==> config.mk <==
export PLATFORM = sky130hd
export DESIGN_NAME = rpr_ctrl
export DESIGN_NICKNAME = d
export VERILOG_FILES = /design/src/design/raid_parity_recover_unit_defines.svh /design/src/design/rpr_pkg.sv /design/src/design/rpr_ctrl.sv
export SDC_FILE = /design/constraint.sdc
export NUM_CORES = 1
export LEC_CHECK = 0
export ABC_CLOCK_PERIOD_IN_PS = 2600
export BUFFER_PORTS_ARGS = -buffer_cell sky130_fd_sc_hd__buf_2
export CAP_MARGIN = 25
export CORE_UTILIZATION = 32
export CTS_CLUSTER_DIAMETER = 100
export DETAILED_ROUTE_END_ITERATION = 8
export SYNTH_ARGS = -nofsm -noshare
export SYNTH_HDL_FRONTEND = slang
export SYNTH_SLANG_ARGS = --single-unit
==> constraint.sdc <==
create_clock -name clk_i -period 2.6 [get_ports clk_i]
set_clock_uncertainty 0.05 [all_clocks]
set_input_delay 0.26 -clock clk_i [delete_from_list [all_inputs] [get_ports clk_i]]
set_output_delay 0.26 -clock clk_i [all_outputs]
set_load 0.05 [all_outputs]
==> src/design/raid_parity_recover_unit_defines.svh <==
// Assertion macros shared by the RAID parity recovery unit
`ifndef RAID_PARITY_RECOVER_UNIT_DEFINES_SVH
`define RAID_PARITY_RECOVER_UNIT_DEFINES_SVH

// same-cycle implication, sampled on clk_i, off during reset
`define RPR_ASSERT_IMP(name, pre, post, msg) \
  name: assert property (@(posedge clk_i) disable iff (!rst_ni) (pre) |-> (post)) \
    else $error(msg);

// next-cycle implication, sampled on clk_i, off during reset
`define RPR_ASSERT_NEXT(name, pre, post, msg) \
  name: assert property (@(posedge clk_i) disable iff (!rst_ni) (pre) |=> (post)) \
    else $error(msg);

`endif

==> src/design/rpr_pkg.sv <==
// Package: constants, codes and controller/datapath interface types
`timescale 1ns / 1ps
package rpr_pkg;

  localparam int unsigned MaxDisksDefault   = 8;
  localparam int unsigned MaxColumnsDefault = 8192;

  localparam int unsigned CfgIdxW   = 8;
  localparam int unsigned CfgDataW  = 14;
  localparam int unsigned NumDisksW = 4;
  localparam int unsigned BlkW      = 14;
  localparam int unsigned DiskBitsW = 8;
  localparam int unsigned ProdW     = 2 * BlkW;
  localparam int unsigned ColW      = ProdW + 1;
  localparam int unsigned NibW      = 4;
  localparam int unsigned BitCntW   = 3;
  localparam int unsigned StatusW   = 2;
  localparam int unsigned DivIdxW   = $clog2(BlkW);

  localparam logic [CfgIdxW-1:0] CFG_PARITY_ODD = 8'd0;
  localparam logic [CfgIdxW-1:0] CFG_NUM_DISKS  = 8'd1;
  localparam logic [CfgIdxW-1:0] CFG_BLOCK_BITS = 8'd2;
  localparam logic [CfgIdxW-1:0] CFG_NUM_BLOCKS = 8'd3;

  localparam logic [StatusW-1:0] STATUS_ACCEPT  = 2'd0;
  localparam logic [StatusW-1:0] STATUS_VALID   = 2'd1;
  localparam logic [StatusW-1:0] STATUS_INVALID = 2'd2;
  localparam logic [StatusW-1:0] STATUS_NIBBLE  = 2'd3;

  typedef enum logic [3:0] {
    OP_NOP,
    OP_LOAD,
    OP_REJECT,
    OP_DIV_INIT,
    OP_DIV_STEP,
    OP_SETTLE,
    OP_PAD,
    OP_MUL,
    OP_ADDR,
    OP_DATA,
    OP_FINAL
  } dp_op_e;

  typedef struct packed {
    dp_op_e               op;
    logic                 accept;
    logic                 out_wr;
    logic [DivIdxW-1:0]   div_idx;
  } dp_cmd_t;

  typedef struct packed {
    logic read_ok;
    logic settled;
    logic at_end;
    logic out_free;
  } dp_stat_t;

endpackage

==> src/design/rpr_ctrl.sv <==
// Controller: sequences load, parity-disk remainder, readout and result transfer
`timescale 1ns / 1ps
module rpr_ctrl import rpr_pkg::*; (
  input  logic     clk_i,
  input  logic     rst_ni,
  input  logic     in_valid_i,
  input  logic     req_type_i,
  output logic     in_ready_o,
  input  dp_stat_t stat_i,
  output dp_cmd_t  cmd_o
);

  typedef enum logic [2:0] {
    S_IDLE,
    S_LOAD,
    S_CHECK,
    S_DIV,
    S_SETTLE,
    S_ADDR,
    S_DATA,
    S_FINISH
  } state_e;

  state_e               state_q, state_d;
  logic [DivIdxW-1:0]   step_q, step_d;
  logic [BitCntW-1:0]   k_q, k_d;

  always_comb begin
    state_d        = state_q;
    step_d         = step_q;
    k_d            = k_q;
    in_ready_o     = 1'b0;
    cmd_o.op       = OP_NOP;
    cmd_o.accept   = 1'b0;
    cmd_o.out_wr   = 1'b0;
    cmd_o.div_idx  = DivIdxW'(BlkW - 1) - step_q;
    case (state_q)
      S_IDLE: begin
        in_ready_o = 1'b1;
        if (in_valid_i) begin
          cmd_o.accept = 1'b1;
          state_d      = req_type_i ? S_CHECK : S_LOAD;
        end
      end
      S_LOAD: begin
        cmd_o.op = OP_LOAD;
        state_d  = S_FINISH;
      end
      S_CHECK: begin
        if (stat_i.read_ok) begin
          cmd_o.op = OP_DIV_INIT;
          step_d   = '0;
          state_d  = S_DIV;
        end else begin
          cmd_o.op = OP_REJECT;
          state_d  = S_FINISH;
        end
      end
      S_DIV: begin
        cmd_o.op = OP_DIV_STEP;
        if (step_q == DivIdxW'(BlkW - 1)) begin
          k_d     = '0;
          state_d = S_SETTLE;
        end else begin
          step_d = step_q + 1'b1;
        end
      end
      S_SETTLE: begin
        if (!stat_i.settled) begin
          cmd_o.op = OP_SETTLE;
        end else if (k_q == BitCntW'(NibW)) begin
          cmd_o.op = OP_FINAL;
          state_d  = S_FINISH;
        end else if (stat_i.at_end) begin
          cmd_o.op = OP_PAD;
          k_d      = k_q + 1'b1;
        end else begin
          cmd_o.op = OP_MUL;
          state_d  = S_ADDR;
        end
      end
      S_ADDR: begin
        cmd_o.op = OP_ADDR;
        state_d  = S_DATA;
      end
      S_DATA: begin
        cmd_o.op = OP_DATA;
        k_d      = k_q + 1'b1;
        state_d  = S_SETTLE;
      end
      S_FINISH: begin
        if (stat_i.out_free) begin
          cmd_o.out_wr = 1'b1;
          state_d      = S_IDLE;
        end
      end
      default: state_d = S_IDLE;
    endcase
  end

  always_ff @(posedge clk_i or negedge rst_ni) begin
    if (!rst_ni) begin
      state_q <= S_IDLE;
      step_q  <= '0;
      k_q     <= '0;
    end else begin
      state_q <= state_d;
      step_q  <= step_d;
      k_q     <= k_d;
    end
  end

endmodule

==> impl_results.md, run 1 <==
- Syn. warnings: 0
- Vias per cell: 5.49
- Met3 wire length: around 95 um
- Setup crit start kind: register
- Core Area: roughly 2300 um^2
- Met1 Routed Length: just over 900 um
- Slew margin rel.: 0.645
- FF+latch area: about 250 um^2
- Setup Crit Path Kind: register to output port
- Final min period: about 2100 ps
- Worst EP required: around 2300 ps
- Fin area: between 900 and 1000 um^2
- Cells after synthesis: 101
- Top Layer Used: met3
- Register area share after synthesis: 0.314
- Post-route DRC: 0
- Setup WS pre-CTS: 817 ps
- CTS Buf Count: 3
- Pin count of the biggest net entering global routing: 18
- CP Max Fanout: 17
- Post-cts resize count: 0
- Die Span Y: ~52 um
- Hold-fix buffers, CTS: 1
- IO buf count: 18
- Layout Nets: 134
- WL met2: ~810 um
- Final wirelength: about 1.8 mm
- CTS tree: done
- Max cap viols: 0
- Most frequent cells in the layout: buf_2, o21ai_0, nand2_1
- DIE WIDTH: a little over 50 um
- Status: complete, no violations
- Final setup vio count: 0
- RSZ-0062 raised after global routing: false
- Setup WS post-layout: about 490 ps
- Total GRT Usage: 0.154
- Type of the worst min-delay path: primary input to register
- First-pass DRT Iterations: 4
- Kind of end point of the critical path: output port
- GRT overflow: 0
- Routed Antenna Nets: 0
- Syn_nets: roughly 120
- Layout cells sized above 1: 0.229
- Final hold violations: 0
- Avg WL per Cell: 12.5 um
- Initial DRC count: 24
- Post-CTS setup buffers: 0
- Htree depth: 1
- Num rows: 17
- Clk_lat worst skew: 260 ps
- Vias in the first global route: 725
- Max-slew violation count: 0
- Hpwl dp: around 1.4 mm
- CTS root buf: clkbuf_4
- Maximum clock rate: between 0.4 and 0.5 GHz
- Setup TNS: 0 ps
- FILL cells: around 250
- Longest Clk Path Bufs: 2
- Full die area: ~2700 um^2
- TritonCTS Sinks: 10
- Final period util: 0.811
- Vias: between 800 and 900
- N_diodes: 0
- Commonest non-fill, non-tap cell in the layout: buf_2
- Global-route wire length before repair: 3.11 mm
- Worst Max-Slew Pin Slew: about 530 ps
- I/O pins: 19
- Starting density of the core: 0.350
- Avg Inst Size Synth: 7.88 um^2
- Area growth syn-to-layout: 16.5%
- Library cells used by synthesis: 32
- #FFs+latches synth: 10
- Post-Synthesis Cell Area: ~800 um^2
- Worst Path Arrival: 1800 ps
- Dpl cell area: 895 um^2
- Multi-input logic area: just under 500 um^2
- Initial antenna violation count: 0
- Routability Congestion: about 0.8
- CTS clk-pin slew, worst paths: approximately 60 ps
- Fin Hold WS: 325 ps
[layer usage]
metal / up-vias / track usage
li1: 400 / -
met1: 378 / 0.205
met2: 24 / 0.237
met3: 0 / 0.0292
met4: 0 / 0.0721
met5: - / 0
[worst paths after layout]
| path | startpoint | end | slack [ps] | cells past startpoint |
|---|---|---|---|---|
| worst max-delay path | state_q[0] | cmd_o[8] | 490 | 4 |
| min in group asynchronous | rst_ni | step_q[3] | 340 | 2 |
| worst min-delay path | stat_i[0] | state_q[2] | 320 | 4 |
| worst max register to register | step_q[1] | step_q[2] | 900 | 6 |
| worst min register to register | k_q[2] | k_q[2] | 490 | 1 |
| max in group asynchronous | rst_ni | step_q[0] | 1970 | 2 |
[critical path, cell delays in order (launching register included)]
cell     delay (ps)
dfrtp_1         570
inv_1           280
nand2_1         120
o31ai_1         260
buf_2           310
[layout make-up]
| class | count | area share |
|---|---|---|
| clock buffer | 3 | 0.0243 |
| inverter | 8 | 0.0324 |
| multi-input combinational | 78 | 0.528 |
| sequential | 10 | 0.270 |
| timing repair buffer | 19 | 0.108 |
| tap | 28 | 0.0378 |
[cell families (layout without fill, tap and decap cells)]
logic type,count (synthesis),in the layout,share of synthesized area
buf+inv,13,30,0.0770
fa+ha+maj,6,6,0.0943
simple gates,37,37,0.230
mux,1,1,0.0126
flops,10,10,0.314
compound gates,33,33,0.261
xor+xnor,1,1,0.0110
[state kept, by name, summed over array words and instances, names as in the netlist]
| signal | flops |
|---|---|
| state_q | 3 |
| step_q | 4 |
| k_q | 3 |
[synth_stat cells (all sizes together)]
| library cell | count | area [um^2] |
|---|---|---|
| o21ai | 13 | 65.1 |
| clkbuf | 2 | 7.51 |
| xnor2 | 1 | 8.76 |
| o31ai | 4 | 35.0 |
| nand2 | 11 | 41.3 |
| nand3b | 1 | 7.51 |
| nor3 | 5 | 25.0 |
| mux2i | 1 | 10.0 |
| a31o | 2 | 17.5 |
| dfrtp | 10 | 250 |
| a22o | 1 | 8.76 |
| nand3 | 8 | 40.0 |
| ha | 6 | 75.1 |
| or4 | 2 | 18.8 |
| a21oi | 6 | 30.0 |
| inv | 8 | 30.0 |
| buf | 3 | 23.8 |
| a211o | 1 | 8.76 |
| nor2b | 2 | 12.5 |
| a31oi | 3 | 18.8 |
| o311ai | 1 | 8.76 |
| and2 | 1 | 6.26 |
| a21o | 1 | 7.51 |
| nand4b | 1 | 8.76 |
| o211ai | 1 | 7.51 |
| nor2 | 6 | 22.5 |
[metrics by stage]
stage,utilization,cells
final,0.407,146
after global routing,0.407,146
after CTS,0.407,146
after detailed placement,0.393,142
after global placement,0.393,142
after floorplan,-,101
Power of run 1 is left out: the tool's default activity adds up to more than one toggle a clock period on the data nets, which glitch-free logic cannot reach.
==> run 2, diff against run 1 <==
--- a/config.mk
+++ b/config.mk
@@ -5,7 +5,7 @@
 export SDC_FILE = /design/constraint.sdc
 export NUM_CORES = 1
 export LEC_CHECK = 0
-export ABC_CLOCK_PERIOD_IN_PS = 2600
+export ABC_CLOCK_PERIOD_IN_PS = 1900
 export BUFFER_PORTS_ARGS = -buffer_cell sky130_fd_sc_hd__buf_2
 export CAP_MARGIN = 25
 export CORE_UTILIZATION = 32
==> constraint.sdc (replaced) <==
create_clock -name clk_i -period 1.9 [get_ports clk_i]
set_clock_uncertainty 0.05 [all_clocks]
set_input_delay 0.19 -clock clk_i [delete_from_list [all_inputs] [get_ports clk_i]]
set_output_delay 0.19 -clock clk_i [all_outputs]
set_load 0.05 [all_outputs]
==> run 2 against run 1 <==
Against the previous run: critical path depth grew 3; final area grew 5.4%; sequential share of layout area shrank 1.1 points; final cell count grew 2.1%.
==> impl_results.md, run 2 (synthesis results as in run 1) <==
- Status: complete, no violations
- Register-to-register setup slack: 270 ps
- Largest registers: step_q x4, k_q x3, state_q x3
- Post-Layout Cell Count: 149
- Global-route wire length before repair: 3.28 mm
- Initial DRC count: 28
- Max cap viols: 0
- Final period util: 0.991
- Met3 wire length: ~100 um
- IO buf count: 18
- Total GRT Usage: 0.167
- Initial antenna violation count: 0
- Commonest non-fill, non-tap cell in the layout: buf_2
- Longest Clk Path Bufs: 2
- Final wirelength: 1.97 mm
- Starting density of the core: 0.350
- Num rows: 17
- DIE WIDTH: 51.9 um
- WL met2: 863 um
- GRT overflow: 0
- I/O pins: 19
- Kind of end point of the critical path: output port
- N_diodes: 0
- Post-route DRC: 0
- Final min period: around 1900 ps
- Hpwl dp: 1.51 mm
- Full die area: approximately 2700 um^2
- Setup crit start kind: register
- Worst EP required: approximately 1700 ps
- Reg-to-reg startpoint: step_q[1]
- Max FFs per register: 4
- CTS Buf Count: 3
- Multi-input logic area: ~500 um^2
- Routed Antenna Nets: 0
- Largest Register: step_q
- Final setup vio count: 0
- Dpl cells: around 150
- Setup Crit Path Kind: register to output port
- Pin count of the biggest net entering global routing: 18
- Layout Nets: about 140
- Avg WL per Cell: 13.2 um
- Final hold violations: 0
- Worst Max-Slew Pin Slew: between 300 and 400 ps
- Htree depth: 1
- TritonCTS Sinks: 10
- CTS clk-pin slew, worst paths: about 70 ps
- Post-CTS setup buffers: 0
- Max-slew violation count: 0
- Vias: between 800 and 900
- CP startpoint: k_q[0]
- Worst Path Arrival: about 1600 ps
- Vias in the first global route: about 750
- Type of the worst min-delay path: primary input to register
- Reg2reg end: step_q[2]
- FILL cells: about 240
- Vias per cell: ~5.5
- First-pass DRT Iterations: 4
- Met1 Routed Length: 988 um
- Top Layer Used: met4
- Area growth syn-to-layout: 22.8%
- Layout cells sized above 1: 0.281
- RSZ-0062 raised after global routing: true
- Clk_lat worst skew: around 260 ps
- Slew margin rel.: 0.775
- CP Max Fanout: 3
- Maximum clock rate: approximately 0.53 GHz
- Core Area: approximately 2300 um^2
- CP endpoint: cmd_o[6]
- Most frequent cells in the layout: buf_2, o21ai_0, nand2_1
- FF+latch area: approximately 250 um^2
- Routability Congestion: between 0.9 and 1
- CTS root buf: clkbuf_4
- Reg2Reg Depth: 6
- Die Span Y: between 50 and 60 um
- CTS tree: done
## run 2: worst max-delay path, cell delays in order, from the launching register on
cell and delay, ps:
dfrtp_1 390, inv_1 90, ha_1 170, a21oi_1 60, o21ai_0 160, a21oi_1 90
a31o_2 210, buf_2 200
## run 2: what timing repair did
item | CTS | global route
hold buffers | 1 | 0
endpoints found under the hold margin | 10 | 0
gates resized for setup | 3 | 5
endpoints found under the setup margin | 3 | 4
## run 2: layout make-up
cell class                 count  share of cell area
timing repair buffer          22               0.138
sequential                    10               0.259
clock buffer                   3              0.0230
tap                           28              0.0359
inverter                       8              0.0307
multi-input combinational     78               0.513
## run 2: how the worst min path moves through the flow
stage | start | to | cells past startpoint
4_1_cts | stat_i[0] | state_q[0] | 3
2_1_floorplan | rst_ni | k_q[0] | 0
6_report | stat_i[0] | state_q[0] | 3
3_5_place_dp | rst_ni | step_q[3] | 1
3_3_place_gp | rst_ni | step_q[3] | 1
5_1_grt | stat_i[0] | state_q[0] | 3
## run 2: per-stage QoR
stage / utilization / hold slack [ps] / TNS (ps) / setup slack, ps / cell area (um^2)
2_1_floorplan: - / -156 / -262 / -262 / 806
3_3_place_gp: 0.405 / 16.0 / 0 / 257 / 922
3_5_place_dp: 0.405 / 18.4 / 0 / 248 / 922
4_1_cts: 0.422 / 232 / 0 / 9.40 / 961
5_1_grt: 0.429 / 272 / -68.5 / -46.9 / 977
6_report: 0.429 / 242 / 0 / 16.4 / 977
## run 2: metal layers
layer  global-route usage  up-vias
li1                     -      408
met1                0.230      373
met2                0.244       41
met3               0.0263        2
met4               0.0946        0
met5                    0        -
Power of run 2 is left out for the same reason.
==> run 3, diff against run 2 <==
--- a/config.mk
+++ b/config.mk
@@ -9,6 +9,7 @@
 export BUFFER_PORTS_ARGS = -buffer_cell sky130_fd_sc_hd__buf_2
 export CAP_MARGIN = 25
 export CORE_UTILIZATION = 32
+export CTS_BUF_LIST = sky130_fd_sc_hd__clkbuf_16
 export CTS_CLUSTER_DIAMETER = 100
 export DETAILED_ROUTE_END_ITERATION = 8
 export SYNTH_ARGS = -nofsm -noshare
==> run 3 against run 2 <==
Against the previous run: utilization grew 1.8 points; flip-flop and latch count is the same; count of clock-buffer cells in the layout is the same; sequential share of layout area shrank 1.0 points; largest cell class unchanged.
==> impl_results.md, run 3 (synthesis results as in run 1) <==
- Status: complete, no violations
- FF+latch area: 253 um^2
- RSZ-0062 raised after global routing: true
- Kind of end point of the critical path: output port
- Most frequent cells in the layout: buf_2, o21ai_0, nand2_1
- CP top delay family: compound AO/OA/AOI/OAI gates
- Final setup vio count: 0
- Hold Path End: state_q[0]
- Fin Hold WS: 266 ps
- Worst Hold Launch: stat_i[0]
- Met1 Routed Length: ~1.0 mm
- First-pass DRT Iterations: 4
- Reg2Reg Depth: 6
- Setup crit start kind: register
- Worst path slowest cell: dfrtp_1
- Most used cell, CP: a21oi_1
- Die Span Y: 51.9 um
- Vias in the first global route: between 700 and 800
- Core Area: around 2300 um^2
- Longest Clk Path Bufs: 2
- Starting density of the core: 0.350
- Final wirelength: just over 2 mm
- Worst Max-Slew Pin Slew: roughly 350 ps
- Worst hold path depth: 3
- Max cap viols: 0
- Layout Nets: about 140
- CTS Buf Count: 3
- Final min period: between 1500 and 2000 ps
- CP Max Fanout: 3
- Reg2reg end: step_q[2]
- Num rows: 17
- Largest Register: step_q
- Pin count of the biggest net entering global routing: 18
- Area growth syn-to-layout: 27.8%
- Slew margin rel.: 0.761
- Worst EP required: roughly 1700 ps
- CTS clk-pin slew, worst paths: 40 ps
- Vias per cell: 5.47
- Buf/Inv on CP: 2
- DIE WIDTH: 51.9 um
- Reg-to-reg startpoint: step_q[1]
- Total GRT Usage: 0.171
- Post-CTS setup buffers: 0
- Setup Crit Path Kind: register to output port
- Worst path depth: 7
- Avg WL per Cell: around 14 um
- CTS root buf: clkbuf_16
- Hpwl dp: 1.51 mm
- Multi-input logic area: 497 um^2
- Crit-path cells: inv_1 -> ha_1 -> a21oi_1 -> o21ai_0 -> a21oi_1 -> a31o_2 -> buf_2
- Global-route wire length before repair: 3.33 mm
- Setup TNS: 0 ps
- GRT overflow: 0
- Post-route DRC: 0
- Commonest non-fill, non-tap cell in the layout: buf_2
- Initial antenna violation count: 0
- Largest registers: step_q x4, k_q x3, state_q x3
- Type of the worst min-delay path: primary input to register
- Max-slew violation count: 0
- Final hold violations: 0
- CTS tree: done
- Layout cells sized above 1: 0.281
- N_diodes: 0
- Htree depth: 1
- Top Layer Used: met4
- TritonCTS Sinks: 10
- Full die area: around 2700 um^2
- Maximum clock rate: 0.544 GHz
- Initial DRC count: 34
- Vias: 815
- Clk_lat worst skew: approximately 240 ps
- WL met2: 882 um
- FILL cells: 230
- Routed Antenna Nets: 0
- Worst Path Arrival: 1600 ps
- I/O pins: 19
- Crit path largest cell delay: around 380 ps
- Met3 wire length: approximately 110 um
- Routability Congestion: between 0.9 and 1
- Final period util: 0.967
- IO buf count: 18
- Max FFs per register: 4
- Register-to-register setup slack: around 260 ps
run 3: changes by cell type in the layout (fill, tap and decap cells not counted), sizes merged:
cell    delta
buf        -2
clkbuf     +2
run 3: how the worst max path moves through the flow:
stage	slack [ps]	to	start
after detailed placement	250	step_q[2]	state_q[2]
after floorplan	-260	cmd_o[5]	state_q[0]
after global routing	-4	cmd_o[8]	k_q[0]
after global placement	260	step_q[2]	state_q[2]
after CTS	20	cmd_o[9]	k_q[0]
final	60	cmd_o[6]	k_q[0]
run 3: worst reg2reg max path, delay by kind of cell (launching register included):
kind,cells,cell delay (ps)
and+or+nand+nor,4,750
adders and majority gates,1,220
buffers and inverters,1,100
DFF,1,450
run 3: what timing repair did:
action,in CTS,in global routing
hold buffers,1,0
endpoints found under the hold margin,10,0
setup endpoints to repair,0,4
resized for setup,0,5
run 3: cell type report:
type | count | area share
Multi-Input combinational cell | 78 | 0.488
Sequential cell | 10 | 0.248
Tap cell | 28 | 0.0344
Clock buffer | 3 | 0.0738
Inverter | 8 | 0.0295
Timing Repair Buffer | 22 | 0.125
run 3: through the flow:
stage | setup slack (ps) | instances | cell area (um^2) | utilization
CTS | 18.3 | 149 | 1010 | 0.443
floorplan | -262 | 101 | 806 | -
global placement | 257 | 145 | 922 | 0.405
detailed placement | 248 | 145 | 922 | 0.405
finish | 62.1 | 149 | 1020 | 0.447
global route | -3.94 | 149 | 1020 | 0.447
run 3: routing by layer:
layer | vias up | GRT usage
li1 | 409 | -
met1 | 366 | 0.234
met2 | 38 | 0.248
met3 | 2 | 0.0263
met4 | 0 | 0.108
met5 | - | 0
Power of run 3 is left out for the same reason.
